--- src/sv/deq_pkg.sv ---
// Shared types, constants and helper functions for the double-ended queue.
// Used by the interfaces, the controller, the memory and the response stage.
`timescale 1ns / 1ps
`default_nettype none

package deq_pkg;

   // Storage geometry.
   localparam int DEPTH  = 16;
   localparam int DATA_W = 32;
   localparam int PTR_W  = $clog2(DEPTH);
   localparam int CNT_W  = $clog2(DEPTH + 1);

   typedef logic [PTR_W-1:0] ptr_type;
   typedef logic [CNT_W-1:0] cnt_type;

   // Operation codes carried by a request.
   typedef enum logic [2:0] {
      OP_PUSH_FRONT = 3'd0,
      OP_PUSH_BACK  = 3'd1,
      OP_POP_FRONT  = 3'd2,
      OP_POP_BACK   = 3'd3,
      OP_CLEAR      = 3'd4
   } opcode_type;

   // Outcome codes carried by a response.
   typedef enum logic [1:0] {
      ST_OK    = 2'd0,
      ST_EMPTY = 2'd1,
      ST_FULL  = 2'd2
   } status_type;

   // One access to the element memory.
   typedef struct packed {
      logic               wr_en;
      logic               rd_en;
      ptr_type            addr;
      logic [DATA_W-1:0]  wr_data;
   } mem_cmd_type;

   // Response fields known at acceptance time.
   typedef struct packed {
      logic       pop_ok;
      status_type status;
      cnt_type    count;
   } rsp_meta_type;

   // Pointer step forward with wrap at the end of the store.
   function automatic ptr_type ptr_inc(input ptr_type p);
      ptr_type r;
      if (p == ptr_type'(DEPTH - 1)) begin
         r = '0;
      end else begin
         r = p + ptr_type'(1);
      end
      return r;
   endfunction

   // Pointer step backward with wrap at the start of the store.
   function automatic ptr_type ptr_dec(input ptr_type p);
      ptr_type r;
      if (p == '0) begin
         r = ptr_type'(DEPTH - 1);
      end else begin
         r = p - ptr_type'(1);
      end
      return r;
   endfunction

endpackage

`default_nettype wire

--- src/sv/deq_req_if.sv ---
// Request channel interface: valid/ready handshake with opcode and data.
// Depends on deq_pkg for the data width.
`timescale 1ns / 1ps
`default_nettype none

interface deq_req_if;
   logic                             valid;
   logic                             ready;
   logic [2:0]                       opcode;
   logic signed [deq_pkg::DATA_W-1:0] data_in;

   modport source (output valid, output opcode, output data_in, input ready);
   modport sink   (input valid, input opcode, input data_in, output ready);
endinterface

`default_nettype wire

--- src/sv/deq_rsp_if.sv ---
// Response channel interface: valid/ready handshake with the result fields.
// Depends on deq_pkg for the data and count widths.
`timescale 1ns / 1ps
`default_nettype none

interface deq_rsp_if;
   logic                              valid;
   logic                              ready;
   logic signed [deq_pkg::DATA_W-1:0] data_out;
   logic [1:0]                        status;
   logic [deq_pkg::CNT_W-1:0]         count;
   logic                              is_empty;

   modport source (output valid, output data_out, output status, output count,
                   output is_empty, input ready);
   modport sink   (input valid, input data_out, input status, input count,
                   input is_empty, output ready);
endinterface

`default_nettype wire

--- src/sv/deq_ctrl.sv ---
// Pointer and count controller: decodes a request, updates front, back and
// count, and issues at most one memory access. Depends on deq_pkg.
`timescale 1ns / 1ps
`default_nettype none

module deq_ctrl (
   input  wire logic                        clock,
   input  wire logic                        reset,
   input  wire logic                        accept,
   input  wire logic [2:0]                  opcode,
   input  wire logic [deq_pkg::DATA_W-1:0]  data_in,
   output deq_pkg::mem_cmd_type             mem_cmd,
   output deq_pkg::rsp_meta_type            meta
);

   deq_pkg::ptr_type front_ff, front_in;
   deq_pkg::ptr_type back_ff, back_in;
   deq_pkg::cnt_type count_ff, count_in;
   deq_pkg::opcode_type op;
   logic full;
   logic empty;

   assign op    = deq_pkg::opcode_type'(opcode);
   assign full  = (count_ff == deq_pkg::cnt_type'(deq_pkg::DEPTH));
   assign empty = (count_ff == '0);

   // Decode the operation into the next pointer state and a memory access.
   always_comb begin
      front_in        = front_ff;
      back_in         = back_ff;
      count_in        = count_ff;
      mem_cmd.wr_en   = 1'b0;
      mem_cmd.rd_en   = 1'b0;
      mem_cmd.addr    = front_ff;
      mem_cmd.wr_data = data_in;
      meta.pop_ok     = 1'b0;
      meta.status     = deq_pkg::ST_OK;
      unique case (op)
         deq_pkg::OP_PUSH_FRONT: begin
            if (full) begin
               meta.status = deq_pkg::ST_FULL;
            end else begin
               front_in      = deq_pkg::ptr_dec(front_ff);
               mem_cmd.addr  = front_in;
               mem_cmd.wr_en = accept;
               count_in      = count_ff + deq_pkg::cnt_type'(1);
            end
         end
         deq_pkg::OP_PUSH_BACK: begin
            if (full) begin
               meta.status = deq_pkg::ST_FULL;
            end else begin
               mem_cmd.addr  = back_ff;
               mem_cmd.wr_en = accept;
               back_in       = deq_pkg::ptr_inc(back_ff);
               count_in      = count_ff + deq_pkg::cnt_type'(1);
            end
         end
         deq_pkg::OP_POP_FRONT: begin
            if (empty) begin
               meta.status = deq_pkg::ST_EMPTY;
            end else begin
               mem_cmd.addr  = front_ff;
               mem_cmd.rd_en = accept;
               meta.pop_ok   = 1'b1;
               front_in      = deq_pkg::ptr_inc(front_ff);
               count_in      = count_ff - deq_pkg::cnt_type'(1);
            end
         end
         deq_pkg::OP_POP_BACK: begin
            if (empty) begin
               meta.status = deq_pkg::ST_EMPTY;
            end else begin
               back_in       = deq_pkg::ptr_dec(back_ff);
               mem_cmd.addr  = back_in;
               mem_cmd.rd_en = accept;
               meta.pop_ok   = 1'b1;
               count_in      = count_ff - deq_pkg::cnt_type'(1);
            end
         end
         deq_pkg::OP_CLEAR: begin
            front_in = '0;
            back_in  = '0;
            count_in = '0;
         end
         default: begin
            // Unused codes leave everything as it is.
         end
      endcase
      meta.count = count_in;
   end

   // Pointer and count registers advance only on an accepted request.
   always_ff @(posedge clock) begin
      if (reset) begin
         front_ff <= '0;
         back_ff  <= '0;
         count_ff <= '0;
      end else if (accept) begin
         front_ff <= front_in;
         back_ff  <= back_in;
         count_ff <= count_in;
      end
   end

endmodule

`default_nettype wire

--- src/sv/deq_mem.sv ---
// Element store: single-port synchronous memory with a registered read.
// Depends on deq_pkg for geometry and the access struct.
`timescale 1ns / 1ps
`default_nettype none

module deq_mem (
   input  wire logic                        clock,
   input  wire deq_pkg::mem_cmd_type        mem_cmd,
   output logic [deq_pkg::DATA_W-1:0]       rd_data
);

   logic [deq_pkg::DATA_W-1:0] store_mem [deq_pkg::DEPTH];
   logic [deq_pkg::DATA_W-1:0] rd_data_ff;

   // One write or one read per cycle; read data appears after the edge.
   always_ff @(posedge clock) begin
      if (mem_cmd.wr_en) begin
         store_mem[mem_cmd.addr] <= mem_cmd.wr_data;
      end
      if (mem_cmd.rd_en) begin
         rd_data_ff <= store_mem[mem_cmd.addr];
      end
   end

   assign rd_data = rd_data_ff;

endmodule

`default_nettype wire

--- src/sv/deq_rsp.sv ---
// Response register stage: holds one result until the receiver takes it and
// merges the memory read data. Depends on deq_pkg.
`timescale 1ns / 1ps
`default_nettype none

module deq_rsp (
   input  wire logic                        clock,
   input  wire logic                        reset,
   input  wire logic                        load,
   input  wire deq_pkg::rsp_meta_type       meta,
   input  wire logic [deq_pkg::DATA_W-1:0]  rd_data,
   input  wire logic                        rsp_ready,
   output logic                             free,
   output logic                             rsp_valid,
   output logic [deq_pkg::DATA_W-1:0]       rsp_data,
   output logic [1:0]                       rsp_status,
   output deq_pkg::cnt_type                 rsp_count,
   output logic                             rsp_is_empty
);

   logic                  valid_ff, valid_in;
   deq_pkg::rsp_meta_type meta_ff;

   // The slot is free when empty or when its result leaves this cycle.
   assign free = !valid_ff || rsp_ready;

   always_comb begin
      priority if (load) begin
         valid_in = 1'b1;
      end else if (rsp_ready) begin
         valid_in = 1'b0;
      end else begin
         valid_in = valid_ff;
      end
   end

   always_ff @(posedge clock) begin
      if (reset) begin
         valid_ff <= 1'b0;
      end else begin
         valid_ff <= valid_in;
      end
   end

   // Result fields are captured with the request.
   always_ff @(posedge clock) begin
      if (load) begin
         meta_ff <= meta;
      end
   end

   // The read data register only changes on a new request, so it holds too.
   assign rsp_valid    = valid_ff;
   assign rsp_data     = meta_ff.pop_ok ? rd_data : '0;
   assign rsp_status   = meta_ff.status;
   assign rsp_count    = meta_ff.count;
   assign rsp_is_empty = (meta_ff.count == '0);

endmodule

`default_nettype wire

--- src/sv/double_ended_queue.sv ---
// Double-ended queue top level: controller, element memory, response stage.
// Depends on deq_pkg, deq_req_if, deq_rsp_if, deq_ctrl, deq_mem, deq_rsp.
//
// Usage:
//   req_ch carries one operation per request: push front, push back,
//   pop front, pop back or clear, with a data word used by pushes.
//   rsp_ch returns exactly one response per request, in order: the popped
//   word (zero unless a pop succeeded), a status (ok, empty, full), the
//   element count after the operation and an empty flag.
//   Response: valid in the cycle after the request is accepted, when the
//   element memory's registered read data is available.
//   Throughput: one request per cycle while not stalled; pointers and
//   count update at the accepting edge; one memory read or write per cycle.
//   Stall: a single response register holds the result; req_ch.ready is
//   low while that register is full and rsp_ch.ready is low.
//   Reset: synchronous; pointers and count go to zero, no response pending.
//   The element memory is not cleared; only written entries are ever read.
`timescale 1ns / 1ps
`default_nettype none

module double_ended_queue (
   input  wire logic clock,
   input  wire logic reset,
   deq_req_if.sink   req_ch,
   deq_rsp_if.source rsp_ch
);

   logic                       accept;
   logic                       rsp_free;
   deq_pkg::mem_cmd_type       mem_cmd;
   deq_pkg::rsp_meta_type      meta;
   logic [deq_pkg::DATA_W-1:0] rd_data;
   logic [deq_pkg::DATA_W-1:0] rsp_data;

   // A request is taken whenever the response slot can receive its result.
   assign req_ch.ready = rsp_free;
   assign accept       = req_ch.valid && rsp_free;

   deq_ctrl u_ctrl (
      .clock   (clock),
      .reset   (reset),
      .accept  (accept),
      .opcode  (req_ch.opcode),
      .data_in (req_ch.data_in),
      .mem_cmd (mem_cmd),
      .meta    (meta)
   );

   deq_mem u_mem (
      .clock   (clock),
      .mem_cmd (mem_cmd),
      .rd_data (rd_data)
   );

   deq_rsp u_rsp (
      .clock        (clock),
      .reset        (reset),
      .load         (accept),
      .meta         (meta),
      .rd_data      (rd_data),
      .rsp_ready    (rsp_ch.ready),
      .free         (rsp_free),
      .rsp_valid    (rsp_ch.valid),
      .rsp_data     (rsp_data),
      .rsp_status   (rsp_ch.status),
      .rsp_count    (rsp_ch.count),
      .rsp_is_empty (rsp_ch.is_empty)
   );

   assign rsp_ch.data_out = rsp_data;

   // A successful push raises the reported count by exactly one.
   a_push_count: assert property (@(posedge clock) disable iff (reset)
      accept && (meta.status == deq_pkg::ST_OK) &&
      (req_ch.opcode == deq_pkg::OP_PUSH_FRONT || req_ch.opcode == deq_pkg::OP_PUSH_BACK)
      |=> (rsp_ch.count == $past(u_ctrl.count_ff) + deq_pkg::cnt_type'(1)))
      else $error("push did not increment the count");

   // A pop refused as empty always reports an empty deque.
   a_empty_pop: assert property (@(posedge clock) disable iff (reset)
      rsp_ch.valid && (rsp_ch.status == deq_pkg::ST_EMPTY)
      |-> (rsp_ch.count == '0) && rsp_ch.is_empty)
      else $error("empty status with nonzero count");

   // No response is pending right after reset.
   a_reset_idle: assert property (@(posedge clock)
      $past(reset) |-> !rsp_ch.valid)
      else $error("response valid after reset");

   // Every accepted request produces a pending response on the next cycle.
   a_rsp_follows: assert property (@(posedge clock) disable iff (reset)
      accept |=> rsp_ch.valid)
      else $error("accepted request without a response");

endmodule

`default_nettype wire
--- src/flat_wrapper.sv ---
// flat-port wrapper written by rule: the top's interface ports become plain ports
module double_ended_queue_flat 
  (clock, reset, req_ch_valid, req_ch_opcode, req_ch_data_in, req_ch_ready, rsp_ch_valid, rsp_ch_data_out, rsp_ch_status, rsp_ch_count, rsp_ch_is_empty, rsp_ch_ready);
  deq_req_if req_ch_i ();
  deq_rsp_if rsp_ch_i ();
  input  wire logic clock;
  input  wire logic reset;
  input wire logic [$bits(req_ch_i.valid)-1:0] req_ch_valid;
  input wire logic [$bits(req_ch_i.opcode)-1:0] req_ch_opcode;
  input wire logic [$bits(req_ch_i.data_in)-1:0] req_ch_data_in;
  output wire logic [$bits(req_ch_i.ready)-1:0] req_ch_ready;
  output wire logic [$bits(rsp_ch_i.valid)-1:0] rsp_ch_valid;
  output wire logic [$bits(rsp_ch_i.data_out)-1:0] rsp_ch_data_out;
  output wire logic [$bits(rsp_ch_i.status)-1:0] rsp_ch_status;
  output wire logic [$bits(rsp_ch_i.count)-1:0] rsp_ch_count;
  output wire logic [$bits(rsp_ch_i.is_empty)-1:0] rsp_ch_is_empty;
  input wire logic [$bits(rsp_ch_i.ready)-1:0] rsp_ch_ready;
  assign req_ch_i.valid = req_ch_valid;
  assign req_ch_i.opcode = req_ch_opcode;
  assign req_ch_i.data_in = req_ch_data_in;
  assign req_ch_ready = req_ch_i.ready;
  assign rsp_ch_valid = rsp_ch_i.valid;
  assign rsp_ch_data_out = rsp_ch_i.data_out;
  assign rsp_ch_status = rsp_ch_i.status;
  assign rsp_ch_count = rsp_ch_i.count;
  assign rsp_ch_is_empty = rsp_ch_i.is_empty;
  assign rsp_ch_i.ready = rsp_ch_ready;
  double_ended_queue u_core (.clock(clock), .reset(reset), .req_ch(req_ch_i), .rsp_ch(rsp_ch_i));
endmodule
--- config.mk ---
export PLATFORM = sky130hd
export DESIGN_NAME = double_ended_queue_flat
export DESIGN_NICKNAME = d
export VERILOG_FILES = /design/src/sv/deq_pkg.sv /design/src/sv/deq_req_if.sv /design/src/sv/deq_rsp_if.sv /design/src/sv/deq_ctrl.sv /design/src/sv/deq_mem.sv /design/src/sv/deq_rsp.sv /design/src/sv/double_ended_queue.sv /design/src/flat_wrapper.sv
export SDC_FILE = /design/constraint.sdc
export NUM_CORES = 1
export LEC_CHECK = 0
export BUFFER_PORTS_ARGS = -buffer_cell sky130_fd_sc_hd__buf_2
export CELL_PAD_IN_SITES_DETAIL_PLACEMENT = 0
export CELL_PAD_IN_SITES_GLOBAL_PLACEMENT = 1
export CORE_AREA = 4 4 220 222
export DETAILED_ROUTE_END_ITERATION = 10
export DIE_AREA = 0 0 224 226
export PLACE_DENSITY = 0.84
export SLEW_MARGIN = 20
export SYNTH_ARGS = -nofsm -noshare
export SYNTH_HDL_FRONTEND = slang
export SYNTH_HIERARCHICAL = 1
export SYNTH_SLANG_ARGS = --single-unit
--- constraint.sdc ---
create_clock -name clock -period 4.4 [get_ports clock]
set_input_delay 0 -clock clock [delete_from_list [all_inputs] [get_ports clock]]
set_output_delay 0 -clock clock [all_outputs]
set_load 0.05 [all_outputs]
==> summary.md <==
| Metric | Value |
|---|---|
| Pwr/cell area | `460 nW/µm²` |
| Final Hold Viols | `0` |
| Yosys top cell by area | `edfxtp_1` |
| Grt met3 use | `under 10%` |
| Highest net fanout along the worst path | `134` |
| Post-Syn Nets | `1200` |
| Post-DP HPWL | `between 20 and 30 mm` |
| Reg-to-Reg Start | `u_core/u_ctrl/count_ff[0]` |
| Status | `complete, no violations` |
| Vias | `~12000` |
| Core ar. | `46400 µm²` |
| Sequential area share after synthesis | `74.5%` |
| GRT Total Usage | `19.5%` |
| Die X | `224 µm` |
| Number of buffers added on ports | `80` |
| Initial DRC Count | `1332` |
| H-tree depth | `2` |
| Min Tclk post-route | `4160 ps` |
| Number of global-route vias before repair | `~12000` |
| Worst setup SP type | `register` |
| Clock buffer count from CTS | `53` |
| WHS Path Cells | `3` |
| Total power | `11900 µW` |
| RSZ-0062 raised after global routing | `false` |
| MaxCap Viol Count | `0` |
| R2r endpoint | `u_core/u_mem/store_mem[7][31]` |
| CTS tree | `done` |
| Number of routed nets with antenna violations | `0` |
| Clock root cell | `clkbuf_16` |
| Clk sinks | `566` |
| Max transition margin | `26.2%` |
| Async SR Flop Fraction | `0%` |
| Worst clock skew | `38.4 ps` |
| Drc violations | `0` |
| Critical Setup Path Class | `reg2reg` |
| Design area | `25800 µm²` |
| Share of cells above drive strength 1 | `between 20% and 30%` |
| Worst slew pin tran | `about 1100 ps` |
| Vias/cell | `6.07` |
| WL final | `49.2 mm` |
| Met1 Use GR | `28.0%` |
| Synth Cell Area | `22600 µm²` |
| Wire length per cell | `about 26 µm` |
| Clock buffer depth | `3` |
| Max Slew Vio Count | `0` |
| Grt total ovfl | `0` |
| Hold Crit Class | `in2reg` |
| Area growth syn-to-layout | `14.2%` |
| Yosys top cell area share | `73.2%` |
| Die area | `50600 µm²` |
| First-pass GRT wire length | `74.6 mm` |
| Clk pin slew, worst setup/hold paths | `60 ps` |
| Largest net degree at the start of global routing | `135` |
| R2R Setup Slk | `240 ps` |
| Layout Nets | `between 1000 and 1500` |
| Number of flops mapped to enable cells by yosys | `between 500 and 600` |
| Highest Clock Rate | `240 MHz` |
| Commonest cells after routing, fill and taps aside | `552 x edfxtp_1, 129 x mux4_2, 80 x buf_2, 64 x a22oi_1, 53 x clkbuf_16` |
| Hold Path End | `u_core/u_ctrl/back_ff[3]` |
| Final Util | `55.8%` |
| Total negative setup slack | `0 ps` |
| Initial core utilization | `between 40% and 50%` |
| Initial antenna violation count | `0` |
| Setup crit end kind | `register` |
| Post-route clock period utilization | `between 90 and 100%` |
| # IOs | `roughly 80` |
| Most common cell after layout, fill and taps aside | `edfxtp_1` |
| Synth warn | `6` |
| Worst EP required | `4710 ps` |
| Unique masters post-synth | `73` |
| Hold slack | `50.2 ps` |
| Leakage | `0.00826 µW` |
| Count of state elements after synthesis | `approximately 570` |
| Max VDD drop | `0.322 mV` |
| Num rows | `79` |
| Top post-synthesis cells by area | `edfxtp_1 73%, mux4_2 13%, a22oi_1 2.1%` |
| Worst hold path startpoint | `req_ch_opcode[0]` |
| Mapped Cells | `1155` |
| R2R depth | `10` |
| Syn avg cell area | `19.6 µm²` |
| Met2 GRT Util | `31.6%` |
| N_diodes | `0` |
| DRT Pass-1 Iters | `5` |
| Placed Area | `between 20000 and 25000 µm²` |
| Die height | `226 µm` |
| Global placer's final weighted congestion | `0.791` |
| WP data arrival | `4470 ps` |
| Final-report setup violation count | `0` |
| Gr busiest metal | `met2` |
| Top_reg_cell synth | `edfxtp_1` |
| Worst-Skew Late Latency | `620 ps` |
## how the worst max path moves through the flow
stage	from	to	slack [ps]	cells past startpoint
finish	u_core/u_ctrl/count_ff[0]	u_core/u_mem/store_mem[7][31]	240	10
detailed placement	u_core/u_ctrl/count_ff[0]	u_core/u_mem/store_mem[11][8]	270	10
CTS	u_core/u_ctrl/count_ff[0]	u_core/u_mem/store_mem[11][3]	240	10
floorplan	u_core/u_ctrl/count_ff[0]	u_core/u_mem/store_mem[8][0]	-400	10
global placement	u_core/u_ctrl/count_ff[0]	u_core/u_mem/store_mem[11][17]	460	10
global route	u_core/u_ctrl/count_ff[0]	u_core/u_mem/store_mem[7][17]	60	10
## routing by layer
metal	vias to the layer above	part of all wire, %
met5	-	0
met4	0	2.1
met3	89	7.3
met2	500	50
met1	6066	41
li1	4938	-
## registers in the layout, indices dropped and copies added, names as in the netlist, 2 cells and up
name and cells:
u_core/u_rsp/rsp_status 2, u_core/u_ctrl/back_ff 4, u_core/u_mem/rd_data 32, u_core/u_rsp/rsp_count 5, u_core/u_ctrl/front_ff 4, u_core/u_ctrl/count_ff 5, u_core/u_mem/store_mem 512
## synthesized netlist by cell type (all sizes together) (3+ instances only)
master and count:
or3b 4, o21ai 12, o21bai 3, or2 3
nand2 46, o211ai 3, a32oi 3, mux4 129
edfxtp 552, a31oi 7, nor2 33, nand3 12
nor2b 5, a21o 4, nor3b 5, nand3b 4
nand2b 8, a211o 5, a22oi 64, a211oi 3
ha 6, clkbuf 40, inv 13, a21oi 16
nor3 7, and2 35, o31ai 5, dfxtp 14
buf 66
## area by class of cell
cell class,count,area (µm²)
clock inverter,30,344
tap,607,759
inverter,13,48.8
multi-input combinational,470,5280
clock buffer,69,1400
timing repair buffer,155,1160
sequential,566,16900
fill,3382,20500
## power breakdown
part | total [µW] | switching, µW | internal, µW
Sequential | 6030 | 29.2 | 6000
Clock | 4580 | 1970 | 2610
Combinational | 1280 | 752 | 531
Total | 11900 | 2750 | 9140
## logic make-up after synthesis
family                     share of synthesized area (%)
and+or+nand+nor                                     4.18
AOI/OAI and AO/OA                                   5.08
DFF                                                 74.5
xor gates and xnor gates                          0.0774
adders and majority gates                          0.332
muxes                                               12.9
buffers and inverters                               2.94
## timing repair
item                       CTS  global route
hold endpoints to repair   532             0
setup endpoints to repair    0            12
buffers inserted             0             2
gates resized for setup      0             0
hold buffers                37             0
## worst max-delay path: stages, from the launching register on
cell	delay (ps)
dfxtp_1	370
inv_1	110
ha_1	320
nor3b_2	570
a21o_1	220
o21ai_0	160
nand3_4	150
buf_12	510
nand2_1	460
nor2_4	500
buf_4	300
## metrics by stage
stage               std cells  setup slack (ps)
floorplan                1155              -399
CTS                      1907               244
global route             1910              55.5
detailed placement       1771               273
finish                   1910               240
global placement         1771               461
Note: power is estimated with default switching activity, not from simulation.
